## src/hw/rtl/cosine_best_match_search_top_defines.svh

```systemverilog
// ----------------------------------------------------------------------------
// cosine best-match search assertion macros
// shared concurrent assertion forms for the search block
// ----------------------------------------------------------------------------
`ifndef COSINE_BEST_MATCH_SEARCH_TOP_DEFINES_SVH
`define COSINE_BEST_MATCH_SEARCH_TOP_DEFINES_SVH

// same-cycle implication
`define CBMS_ASSERT_IMP(label, clock, reset, ante, cons, msg) \
  label: assert property (@(posedge clock) disable iff (reset) (ante) |-> (cons)) \
    else $error(msg);

// next-cycle implication
`define CBMS_ASSERT_NXT(label, clock, reset, ante, cons, msg) \
  label: assert property (@(posedge clock) disable iff (reset) (ante) |=> (cons)) \
    else $error(msg);

`endif

```

## src/hw/rtl/cbms_pkg.sv

```systemverilog
// ----------------------------------------------------------------------------
// cosine best-match search package
// word types, controller states, command and status groups, constants
// ----------------------------------------------------------------------------
`default_nettype none

package cbms_pkg;

  localparam int MAX_VECTORS = 1024;
  localparam int CNT_W       = $clog2(MAX_VECTORS + 1);
  localparam int COMP_W      = 16;
  localparam int IDX_W       = 10;
  localparam int SCORE_W     = 15;
  localparam int NORM_W      = 32;
  localparam int DOT_W       = 34;
  localparam int RAD_W       = 64;
  localparam int QUO_W       = 16;
  localparam int STEP_W      = 4;
  localparam int MAC_CYCLES  = 10;
  localparam int DIV_CYCLES  = 16;

  localparam logic [RAD_W-1:0]   SQRT_TOP  = 64'h4000_0000_0000_0000;
  localparam logic [SCORE_W-1:0] SCORE_MAX = '1;

  localparam int PADDR_W   = 4;
  localparam int PDATA_W   = 32;
  localparam int REG_IDX_W = 2;

  localparam logic [REG_IDX_W-1:0] REG_QUERY_X = 2'd0;
  localparam logic [REG_IDX_W-1:0] REG_QUERY_Y = 2'd1;
  localparam logic [REG_IDX_W-1:0] REG_QUERY_Z = 2'd2;

  typedef struct packed {
    logic signed [COMP_W-1:0] vec_x;
    logic signed [COMP_W-1:0] vec_y;
    logic signed [COMP_W-1:0] vec_z;
    logic                     last_vector;
  } vec_word_t;

  typedef struct packed {
    logic [IDX_W-1:0]   best_index;
    logic [SCORE_W-1:0] best_score;
    logic               too_many;
  } res_word_t;

  typedef enum logic [2:0] {
    ST_IDLE,
    ST_MAC,
    ST_NORM,
    ST_SQRT,
    ST_DIV,
    ST_UPDATE,
    ST_FINISH
  } state_t;

  typedef struct packed {
    logic load;
    logic count;
    logic set_overflow;
    logic mac;
    logic norm;
    logic sqrt;
    logic div;
    logic update;
    logic emit;
  } cmd_t;

  typedef struct packed {
    logic run_full;
    logic mac_last;
    logic scorable;
    logic sqrt_last;
    logic div_last;
    logic last_item;
    logic slot_full;
  } status_t;

endpackage

`default_nettype wire

```

## src/hw/rtl/cbms_ctrl.sv

```systemverilog
// ----------------------------------------------------------------------------
// cosine best-match search controller
// sequences accept, multiply-accumulate, norm, square root, divide, update and result
// ----------------------------------------------------------------------------
`default_nettype none

module cbms_ctrl
  import cbms_pkg::*;
(
  input  logic    clk,
  input  logic    rst,
  input  logic    vec_valid,
  output logic    vec_ready,
  input  status_t sts,
  output cmd_t    cmd
);

  state_t state;
  state_t state_next;

  always_ff @(posedge clk) begin
    if (rst) begin
      state <= ST_IDLE;
    end else begin
      state <= state_next;
    end
  end

  always_comb begin
    state_next = state;
    case (state)
      ST_IDLE: begin
        if (vec_valid) begin
          state_next = sts.run_full ? ST_FINISH : ST_MAC;
        end
      end
      ST_MAC: begin
        if (sts.mac_last) begin
          state_next = ST_NORM;
        end
      end
      ST_NORM: begin
        state_next = sts.scorable ? ST_SQRT : ST_FINISH;
      end
      ST_SQRT: begin
        if (sts.sqrt_last) begin
          state_next = ST_DIV;
        end
      end
      ST_DIV: begin
        if (sts.div_last) begin
          state_next = ST_UPDATE;
        end
      end
      ST_UPDATE: begin
        state_next = ST_FINISH;
      end
      ST_FINISH: begin
        if (!sts.last_item || !sts.slot_full) begin
          state_next = ST_IDLE;
        end
      end
      default: begin
        state_next = ST_IDLE;
      end
    endcase
  end

  always_comb begin
    cmd       = '0;
    vec_ready = 1'b0;
    case (state)
      ST_IDLE: begin
        vec_ready = 1'b1;
        if (vec_valid) begin
          cmd.load         = 1'b1;
          cmd.count        = !sts.run_full;
          cmd.set_overflow = sts.run_full;
        end
      end
      ST_MAC: begin
        cmd.mac = 1'b1;
      end
      ST_NORM: begin
        cmd.norm = 1'b1;
      end
      ST_SQRT: begin
        cmd.sqrt = 1'b1;
      end
      ST_DIV: begin
        cmd.div = 1'b1;
      end
      ST_UPDATE: begin
        cmd.update = 1'b1;
      end
      ST_FINISH: begin
        cmd.emit = sts.last_item && !sts.slot_full;
      end
      default: begin
        cmd = '0;
      end
    endcase
  end

endmodule

`default_nettype wire

```

## src/hw/rtl/cbms_dp.sv

```systemverilog
// ----------------------------------------------------------------------------
// cosine best-match search datapath
// shared multiplier, norm product, bit-serial square root, restoring divider
// ----------------------------------------------------------------------------
`default_nettype none

module cbms_dp
  import cbms_pkg::*;
(
  input  logic                     clk,
  input  logic                     rst,
  input  vec_word_t                vec_word,
  input  logic signed [COMP_W-1:0] query_x,
  input  logic signed [COMP_W-1:0] query_y,
  input  logic signed [COMP_W-1:0] query_z,
  input  cmd_t                     cmd,
  output status_t                  sts,
  output logic                     res_valid,
  input  logic                     res_ready,
  output res_word_t                res_word
);

  logic signed [COMP_W-1:0]   vx;
  logic signed [COMP_W-1:0]   vy;
  logic signed [COMP_W-1:0]   vz;
  logic                       last_item;
  logic [IDX_W-1:0]           pos;
  logic [STEP_W-1:0]          step;
  logic signed [2*COMP_W-1:0] prod;
  logic [NORM_W-1:0]          vn;
  logic [NORM_W-1:0]          qn;
  logic signed [DOT_W-1:0]    dot;
  logic [RAD_W-1:0]           rad;
  logic [RAD_W-1:0]           root;
  logic [RAD_W-1:0]           sbit;
  logic [NORM_W:0]            rem;
  logic [QUO_W-1:0]           quo;
  logic [CNT_W-1:0]           run_count;
  logic [IDX_W-1:0]           best_index;
  logic [SCORE_W-1:0]         best_score;
  logic                       overflow;

  logic signed [COMP_W-1:0]   op_a;
  logic signed [COMP_W-1:0]   op_b;
  logic [RAD_W-1:0]           norm_prod;
  logic [RAD_W-1:0]           trial;
  logic [NORM_W:0]            den;
  logic [NORM_W:0]            rem_sub;
  logic                       qbit;
  logic [SCORE_W-1:0]         score;

  always_comb begin
    op_a = '0;
    op_b = '0;
    case (step)
      4'd0: begin op_a = vx;      op_b = vx;      end
      4'd1: begin op_a = vy;      op_b = vy;      end
      4'd2: begin op_a = vz;      op_b = vz;      end
      4'd3: begin op_a = query_x; op_b = query_x; end
      4'd4: begin op_a = query_y; op_b = query_y; end
      4'd5: begin op_a = query_z; op_b = query_z; end
      4'd6: begin op_a = vx;      op_b = query_x; end
      4'd7: begin op_a = vy;      op_b = query_y; end
      4'd8: begin op_a = vz;      op_b = query_z; end
      default: begin
        op_a = '0;
        op_b = '0;
      end
    endcase
  end

  assign norm_prod = {{(RAD_W-NORM_W){1'b0}}, vn} * {{(RAD_W-NORM_W){1'b0}}, qn};
  assign trial     = root + sbit;
  assign den       = {1'b0, root[NORM_W-1:0]};
  assign qbit      = (rem >= den);
  assign rem_sub   = qbit ? (rem - den) : rem;
  assign score     = quo[QUO_W-1] ? SCORE_MAX : quo[SCORE_W-1:0];

  assign sts.run_full  = (run_count == CNT_W'(MAX_VECTORS));
  assign sts.mac_last  = (step == STEP_W'(MAC_CYCLES - 1));
  assign sts.scorable  = (vn != '0) && (qn != '0) && !dot[DOT_W-1] && (dot != '0);
  assign sts.sqrt_last = sbit[0];
  assign sts.div_last  = (step == STEP_W'(DIV_CYCLES - 1));
  assign sts.last_item = last_item;
  assign sts.slot_full = res_valid;

  // item registers and arithmetic
  always_ff @(posedge clk) begin
    if (cmd.load) begin
      vx        <= vec_word.vec_x;
      vy        <= vec_word.vec_y;
      vz        <= vec_word.vec_z;
      last_item <= vec_word.last_vector;
      pos       <= IDX_W'(run_count);
      step      <= '0;
      vn        <= '0;
      qn        <= '0;
      dot       <= '0;
    end
    if (cmd.mac) begin
      prod <= (2*COMP_W)'(op_a) * (2*COMP_W)'(op_b);
      step <= step + 1'b1;
      case (step)
        4'd1, 4'd2, 4'd3: vn  <= vn + $unsigned(prod);
        4'd4, 4'd5, 4'd6: qn  <= qn + $unsigned(prod);
        4'd7, 4'd8, 4'd9: dot <= dot + DOT_W'(prod);
        default: ;
      endcase
    end
    if (cmd.norm) begin
      rad  <= norm_prod;
      root <= '0;
      sbit <= SQRT_TOP;
      rem  <= {1'b0, dot[NORM_W-1:0]};
      quo  <= '0;
      step <= '0;
    end
    if (cmd.sqrt) begin
      if (rad >= trial) begin
        rad  <= rad - trial;
        root <= (root >> 1) + sbit;
      end else begin
        root <= root >> 1;
      end
      sbit <= sbit >> 2;
    end
    if (cmd.div) begin
      rem  <= {rem_sub[NORM_W-1:0], 1'b0};
      quo  <= {quo[QUO_W-2:0], qbit};
      step <= step + 1'b1;
    end
  end

  // run state
  always_ff @(posedge clk) begin
    if (rst) begin
      run_count  <= '0;
      best_index <= '0;
      best_score <= '0;
      overflow   <= 1'b0;
    end else if (cmd.emit) begin
      run_count  <= '0;
      best_index <= '0;
      best_score <= '0;
      overflow   <= 1'b0;
    end else begin
      if (cmd.count) begin
        run_count <= run_count + 1'b1;
      end
      if (cmd.set_overflow) begin
        overflow <= 1'b1;
      end
      if (cmd.update && (score > best_score)) begin
        best_score <= score;
        best_index <= pos;
      end
    end
  end

  // result slot
  always_ff @(posedge clk) begin
    if (rst) begin
      res_valid <= 1'b0;
    end else if (cmd.emit) begin
      res_valid <= 1'b1;
    end else if (res_ready) begin
      res_valid <= 1'b0;
    end
  end

  always_ff @(posedge clk) begin
    if (cmd.emit) begin
      res_word.best_index <= best_index;
      res_word.best_score <= best_score;
      res_word.too_many   <= overflow;
    end
  end

endmodule

`default_nettype wire

```

## src/hw/rtl/cosine_best_match_search_top.sv

```systemverilog
// ----------------------------------------------------------------------------
// cosine best-match search top level
// query registers on apb, controller and datapath for the candidate stream
//
//   channel   handshake            word
//   vec       vec_valid/vec_ready  vec_word_t: vec_x, vec_y, vec_z, last_vector
//   res       res_valid/res_ready  res_word_t: best_index, best_score, too_many
//   apb       psel/penable/pready  query_x, query_y, query_z at 0x0, 0x4, 0x8
//
// a scored candidate passes through accept, the shared 16x16 multiplier, the
// 32x32 norm product, the bit-serial square root, the restoring divider,
// update and finish; an unscored one goes from the norm product to finish
// the last word waits in finish while the result slot still holds a word
// reset is synchronous and clears the run state, query registers and result
// ----------------------------------------------------------------------------
`default_nettype none

`include "cosine_best_match_search_top_defines.svh"

module cosine_best_match_search_top
  import cbms_pkg::*;
(
  input  logic               clk,
  input  logic               rst,
  input  logic               vec_valid,
  output logic               vec_ready,
  input  vec_word_t          vec_word,
  output logic               res_valid,
  input  logic               res_ready,
  output res_word_t          res_word,
  input  logic               psel,
  input  logic               penable,
  input  logic               pwrite,
  input  logic [PADDR_W-1:0] paddr,
  input  logic [PDATA_W-1:0] pwdata,
  output logic [PDATA_W-1:0] prdata,
  output logic               pready
);

  logic signed [COMP_W-1:0] query_x;
  logic signed [COMP_W-1:0] query_y;
  logic signed [COMP_W-1:0] query_z;
  logic [REG_IDX_W-1:0]     reg_idx;
  cmd_t                     cmd;
  status_t                  sts;

  assign pready  = 1'b1;
  assign reg_idx = paddr[PADDR_W-1:2];

  always_ff @(posedge clk) begin
    if (rst) begin
      query_x <= '0;
      query_y <= '0;
      query_z <= '0;
    end else if (psel && penable && pwrite) begin
      case (reg_idx)
        REG_QUERY_X: query_x <= pwdata[COMP_W-1:0];
        REG_QUERY_Y: query_y <= pwdata[COMP_W-1:0];
        REG_QUERY_Z: query_z <= pwdata[COMP_W-1:0];
        default: ;
      endcase
    end
  end

  always_comb begin
    case (reg_idx)
      REG_QUERY_X: prdata = PDATA_W'(query_x);
      REG_QUERY_Y: prdata = PDATA_W'(query_y);
      REG_QUERY_Z: prdata = PDATA_W'(query_z);
      default:     prdata = '0;
    endcase
  end

  cbms_ctrl u_ctrl (
    .clk       (clk),
    .rst       (rst),
    .vec_valid (vec_valid),
    .vec_ready (vec_ready),
    .sts       (sts),
    .cmd       (cmd)
  );

  cbms_dp u_dp (
    .clk       (clk),
    .rst       (rst),
    .vec_word  (vec_word),
    .query_x   (query_x),
    .query_y   (query_y),
    .query_z   (query_z),
    .cmd       (cmd),
    .sts       (sts),
    .res_valid (res_valid),
    .res_ready (res_ready),
    .res_word  (res_word)
  );

  `CBMS_ASSERT_NXT(a_one_in_flight, clk, rst, vec_valid && vec_ready, !vec_ready, "second word taken while busy")
  `CBMS_ASSERT_IMP(a_emit_free, clk, rst, cmd.emit, !sts.slot_full, "result slot overwritten")
  `CBMS_ASSERT_NXT(a_div_to_update, clk, rst, cmd.div && sts.div_last, cmd.update, "divide did not end in update")
  `CBMS_ASSERT_IMP(a_count_sat, clk, rst, sts.run_full, !cmd.count, "vector count past limit")

endmodule

`default_nettype wire

```

## config.mk

```make
export PLATFORM = sky130hd
export DESIGN_NAME = cosine_best_match_search_top
export DESIGN_NICKNAME = d
export VERILOG_FILES = /design/src/hw/rtl/cbms_pkg.sv /design/src/hw/rtl/cbms_ctrl.sv /design/src/hw/rtl/cbms_dp.sv /design/src/hw/rtl/cosine_best_match_search_top.sv
export VERILOG_INCLUDE_DIRS = /design/src /design/src/hw/rtl
export SDC_FILE = /design/constraint.sdc
export NUM_CORES = 2
export LEC_CHECK = 0
export BUFFER_PORTS_ARGS = -buffer_cell sky130_fd_sc_hd__buf_2
export CELL_PAD_IN_SITES_DETAIL_PLACEMENT = 0
export CELL_PAD_IN_SITES_GLOBAL_PLACEMENT = 1
export CORE_ASPECT_RATIO = 1.2
export CORE_UTILIZATION = 40
export CTS_CLUSTER_SIZE = 12
export DETAILED_ROUTE_END_ITERATION = 7
export MAX_ROUTING_LAYER = met4
export PLACE_DENSITY = 0.69
export SLEW_MARGIN = 20
export SYNTH_ARGS = -nofsm -noshare
export SYNTH_HDL_FRONTEND = slang
export SYNTH_SLANG_ARGS = --single-unit
export TNS_END_PERCENT = 50
```

## constraint.sdc

```tcl
create_clock -name clk -period 11.5 [get_ports clk]
set_clock_uncertainty 0.2 [all_clocks]
set_input_delay 0 -clock clk [delete_from_list [all_inputs] [get_ports clk]]
set_output_delay 0 -clock clk [all_outputs]
set_load 0.02 [all_outputs]
```

Word-level counts from Yosys, hierarchy flattened --
Index checks and enable logic that the tools add are counted.
Cells by class: add/subtract/negate cells 9, $mul 2, magnitude comparators 3, equal/unequal tests 24, muxes and demuxes 49, reduce and logical (&&, ||, !) cells 36
Operator list (count):
- two-way mux 64 bit | 6
- two-way mux 32 bit | 7
- one-hot mux 16 bit (6 select lines) | 2
- two-way mux 61 bit | 2
- two-way mux 34 bit | 3
- one-hot mux 32 bit (3 select lines) | 1
- two-way mux 33 bit | 2
- adder 32 bit | 2
- adder 63 x 63 -> 64 bit | 1
- adder 64 x 63 -> 64 bit | 1
- greater-or-equal comparator 64 bit | 1
- multiplier 32 x 32 -> 64 bit | 1
- nonzero test 32 bit | 2
- subtractor 64 bit | 1
- adder 34 x 32 -> 34 bit | 1
- nonzero test 34 bit | 1
- greater-or-equal comparator 33 x 32 -> 1 bit | 1
- multiplier 16 x 16 -> 32 bit | 1
- two-way mux 16 bit | 2
- subtractor 32 bit | 1
- two-way mux 3 bit | 9
- one-hot mux 3 bit (7 select lines) | 1
- == test 4 x 3 -> 1 bit (second input constant) | 4
- two-way mux 4 bit | 4
- other kinds (28) | 66
Storage, ports and cells: flip-flop bits (word level) 517, input bits 92, output and inout bits 61, logic and storage cells 152

Depth between registers and ports, before layout --
word-level depth 8, mapped depth 34, depth with buffers taken out 32

By module --
From an unflattened synthesis, not the netlist that was laid out.
Unflattened totals: cells, all modules 8686, area, all modules 78171.2 um2
By module, submodules not included:
- cbms_dp | times used 1, cells each 8394, area each 75422.3 um2, seq. area each 11971.5 um2
- cosine_best_match_search_top | times used 1, cells each 250, area each 2432.3 um2, seq. area each 960.9 um2
- cbms_ctrl | times used 1, cells each 42, area each 316.6 um2, seq. area each 60.1 um2

Worst setup path after synthesis --
OpenSTA, ideal clock, no wires.
path kind reg2reg, start point reg u_dp.step[1], end point reg u_dp.prod[31], data pin, setup time 0.260 ns, arrival time 7.978 ns, required time 11.040 ns, path slack 3.063 ns, cell stages (with the launch flop) 35, buffers on the path 3, period minus slack after synthesis 8.437 ns, path through edfxtp_1 -> inv_1 -> ha_1 -> and2_1 -> clkbuf_1 -> o21bai_1 -> clkbuf_1 -> a22oi_1 -> nand3_1 -> clkbuf_1 -> nand2_1 -> fa_1 -> inv_1 -> fa_1 -> inv_1 -> fa_1 -> inv_1 -> fa_1 -> fa_1 -> inv_1 -> fa_1 -> inv_1 -> ha_1 -> a21o_1 -> a21o_1 -> a21o_1 -> or3_1 -> a311oi_1 -> nor2_1 -> a221oi_1 -> o21ai_0 -> nor3_1 -> o21bai_1 -> a21oi_1 -> xnor2_1
On the way: word-level cells in the longest chain between the ends 4, elaborated cells on any way between the ends 18, those cells by class mul (1); eq/ne (8); mux (2); reduce/logical (7)
Ends and longest elaborated chain:
- start: declaration | line cbms_dp.sv:28 | logic [STEP_W-1:0] step;
- start signal: assignment | line cbms_dp.sv:102 | step <= step + 1'b1;
- start signal: assignment | line cbms_dp.sv:130 | step <= step + 1'b1;
- == test 4 x 2 -> 1 bit (tied with other cells) | line cbms_dp.sv:55 | case (step)
- OR reduction 2 bit (no line)
- one-hot mux 16 bit (6 select lines) | line cbms_dp.sv:55
- multiplier 16 x 16 -> 32 bit * | line cbms_dp.sv:101 | prod <= (2*COMP_W)'(op_a) * (2*COMP_W)'(op_b);
- end signal: assignment | line cbms_dp.sv:101
- end: declaration | line cbms_dp.sv:29 | logic signed [2*COMP_W-1:0] prod;
Every way passes the cells marked *; elsewhere a longest branch is shown, timed or not. A chain may end at the register's enable or synchronous reset.

Final worst setup path --
start point reg u_dp.step[2], end point reg u_dp.prod[31], data pin
The elaborated chain is that of the path after synthesis.

==> qor.yml <==
global_routing:
  grt_pass1_wl_um: 370000
  first_global_vias: 64400
  grt_overflow: 0
  antenna_found_initial: 6
  grt_usage_pct: 25.0
  grt_max_degree: 82
power:
  vdd_drop_max_mv: 1.05
  p_per_area_mw_per_mm2: 294
  p_int_mw: 11.3
  net-switching-power_mw: 13.5
  p_comb_share_pct: 75.1
  power_frac_seq_pct: 16.0
  power.leakage_nw: 39.3
  p_clk_share_pct: 8.8
  switching_share_pct: 54.4
floorplan:
  dieArea_mm2: 0.195
  initial_utilization_pct: 40.3
  pin_count: 153
  die_w_um: 403
  core_mm2: 0.192
  row_count: 176
  die_h_um: 484
worst_setup_path:
  r2r-start: "u_dp.step[2]"
  worst-r2r-setup-slack_ns: 1.58
  startpoint: "u_dp.step[2]"
  slowest_delay_ns: 0.69
  reg2regPathDepth: 31
  startpoint_type: "register"
  crit_required_ns: 11.70
  cp_max_fo: 19
  arrival_ns: 10.13
  r2r-end: "u_dp.prod[31]"
  crit_top_cell: "fa_1"
  critPathKind: "reg -> reg"
  cp_slowest_cell: "and2_1"
  endpoint_kind: "register"
placement:
  gp_congestion: 0.953
  hpwl_um: 185000
  dp_slack_ns: 1.58
  port_buffers: 133
  dp.cells: 11100
synth:
  muxShareOfSynthArea_pct: 0.725
  synth_area_mm2: 0.0774
  synth_adder_area_share_pct: 40.2
  synth_top_family_by_area: "adder cells"
  synth-xor-area-share_pct: 4.35
  avgSynthCellArea_um2: 8.89
  ys_seq_area_share_pct: 16.8
  syn_nets: 10600
  ys.flop_type: "edfxtp_1"
  synth-simple-area-share_pct: 17.2
  async_flop_share_pct: 0
  syn_inst: 8707
  synth_compound_area_share_pct: 12.2
  synth_seq_cells: 517
  synth_cell_types: 80
  synth_edf_count: 264
  yosysWarnings: 0
min_path:
  worst_hold_startpoint: "pwrite"
  hold_class: "in -> reg"
  hold_depth: 6
  hold_end: "query_y[10]"
route:
  wirelength_um: 236000
  final_antenna_net_count: 0
  first_pass_iters: 8
  vias_per_cell: 5.40
  drtIter0Drc: 3815
  drt-wirelength-per-cell_um: 20.7
  drc: 1
  dr_total_vias: 61500
timing:
  worst_slack_ns: 1.58
  setup_tns_ns: 0
  setup_viol: 0
  final_hold_viol_count: 0
  clock.fmax_ghz: 0.101
  drv_slew: 0
  period_share_pct: 86.3
  tightest_slew_ns: 1.17
  hold_ws_ns: 0.0731
  fin_crit_ns: 9.92
  max-slew-margin-rel_pct: 21.9
  rsz0062_at_grt: "no"
clocking:
  post_cts_buffers: 0
  cts_sinks: 517
  cts_buffers: 66
  htreeDepth: 3
  clock_path_buffers: 3
  path_clk_slew_ns: 0.06
  cts_tree: "yes"
  cts-root-buf: "clkbuf_16"
  clk_latency_ns: 0.67
finish:
  fin_nets: 10600
  syn2layout_area_growth_pct: 9.13
  final_cell_mix: "inv_1, fa_1, nand2_1, and2_1, ha_1"
  final_cells: 11400
  layout_commonest_cell: "inv_1"
  drive_gt1_share_pct: 5.30
outcome:
  failed_checks: "design-rule violations"
  status: "finished with violations"
flow_run:
  cap_violations: 0
-- cell families after synthesis --
group | after synthesis
adder cells (fa/ha/maj) | 1786
multiplexers | 56
AO/OA/AOI/OAI | 1489
other | 1
flip-flops | 517
AND/OR/NAND/NOR | 2759
buffers and inverters | 1715
XOR/XNOR | 384
-- through the flow --
step / util, % / area [um^2] / total power [mW]
global route: 44.0 / 84400 / 27.3
global placement: 42.1 / 80700 / 22.5
CTS: 44.0 / 84400 / 25.0
detailed placement: 42.1 / 80700 / 22.6
floorplan: - / 77400 / 16.8
finish: 44.0 / 84400 / 24.8
-- per-layer routing --
| layer | vias up | global-route usage [%] | wire [um] |
|---|---|---|---|
| li1 | 28400 | - | - |
| met1 | 31300 | 31.1 | 100000 |
| met2 | 1404 | 43.0 | 119000 |
| met3 | 336 | 2.21 | 9140 |
| met4 | 0 | 7.52 | 7430 |
| met5 | - | - | 0 |
-- power groups by stage --
stage | Sequential, mW | Combinational (mW) | Clock (mW)
2_1_floorplan | 3.33 | 13.5 | 0
6_report | 3.97 | 18.6 | 2.19
4_1_cts | 3.96 | 18.8 | 2.25
5_1_grt | 4.02 | 21.0 | 2.32
3_3_place_gp | 3.98 | 18.5 | 0
3_5_place_dp | 3.99 | 18.6 | 0
-- worst max-delay path: cells and delay by family, from the launching register on --
family,cells,cell delay (ns)
adders and majority gates,7,3.30
and+or+nand+nor,7,2.55
AOI/OAI and AO/OA,10,2.36
DFF,1,0.59
buffers and inverters,6,0.53
xor gates and xnor gates,1,0.08
-- flip-flops by register name, summed over array words and instances, names as in the netlist, 10 cells and up --
register / cells
u_dp.rad: 64
u_dp.root: 64
u_dp.dot: 34
u_dp.rem: 33
u_dp.prod: 32
u_dp.qn: 32
u_dp.sbit: 32
u_dp.vn: 32
u_dp.res_word: 26
query_x: 16
query_y: 16
query_z: 16
u_dp.quo: 16
u_dp.vx: 16
u_dp.vy: 16
u_dp.vz: 16
u_dp.best_score: 15
u_dp.run_count: 11
u_dp.best_index: 10
u_dp.pos: 10
-- synthesized netlist by cell type (all sizes together) (48+ instances only) --
master,n,area (um^2)
inv,1282,4810
fa,1164,23300
nand2,1030,3870
and2,651,4070
ha,622,7780
nor2,452,1700
a21oi,403,2020
clkbuf,385,1450
o21ai,350,1750
edfxtp,264,7930
dfxtp,253,5060
xnor2,205,1800
nand3,181,906
xor2,179,1570
a21o,144,1080
a211oi,106,796
a31oi,88,551
and3,71,444
nor3,71,355
nor2b,58,363
nand4,57,357
mux2i,56,561
nand2b,56,350
a22oi,53,398
o21bai,53,398
buf,48,305
-- how the worst max path moves through the flow --
stage / to / depth (start not counted)
4_1_cts: u_dp.prod[31] / 31
3_3_place_gp: u_dp.prod[31] / 31
6_report: u_dp.prod[31] / 31
5_1_grt: u_dp.prod[31] / 31
3_5_place_dp: u_dp.prod[31] / 31
2_1_floorplan: u_dp.prod[31] / 34
-- layout make-up --
cell class | instances | area (um^2)
fill | 18900 | 107000
multi-input combinational | 6475 | 58000
sequential | 517 | 13000
inverter | 1282 | 4810
tap | 2581 | 3230
timing repair buffer | 417 | 3170
clock buffer | 93 | 1860
clock inverter | 28 | 373
antenna | 3 | 7.51
-- what timing repair did --
item | in CTS | in global routing
gates resized for setup | 0 | 0
hold endpoints to repair | 123 | 0
endpoints found under the setup margin | 0 | 0
hold buffers | 144 | 0
Power figures use the tool's default switching activity.
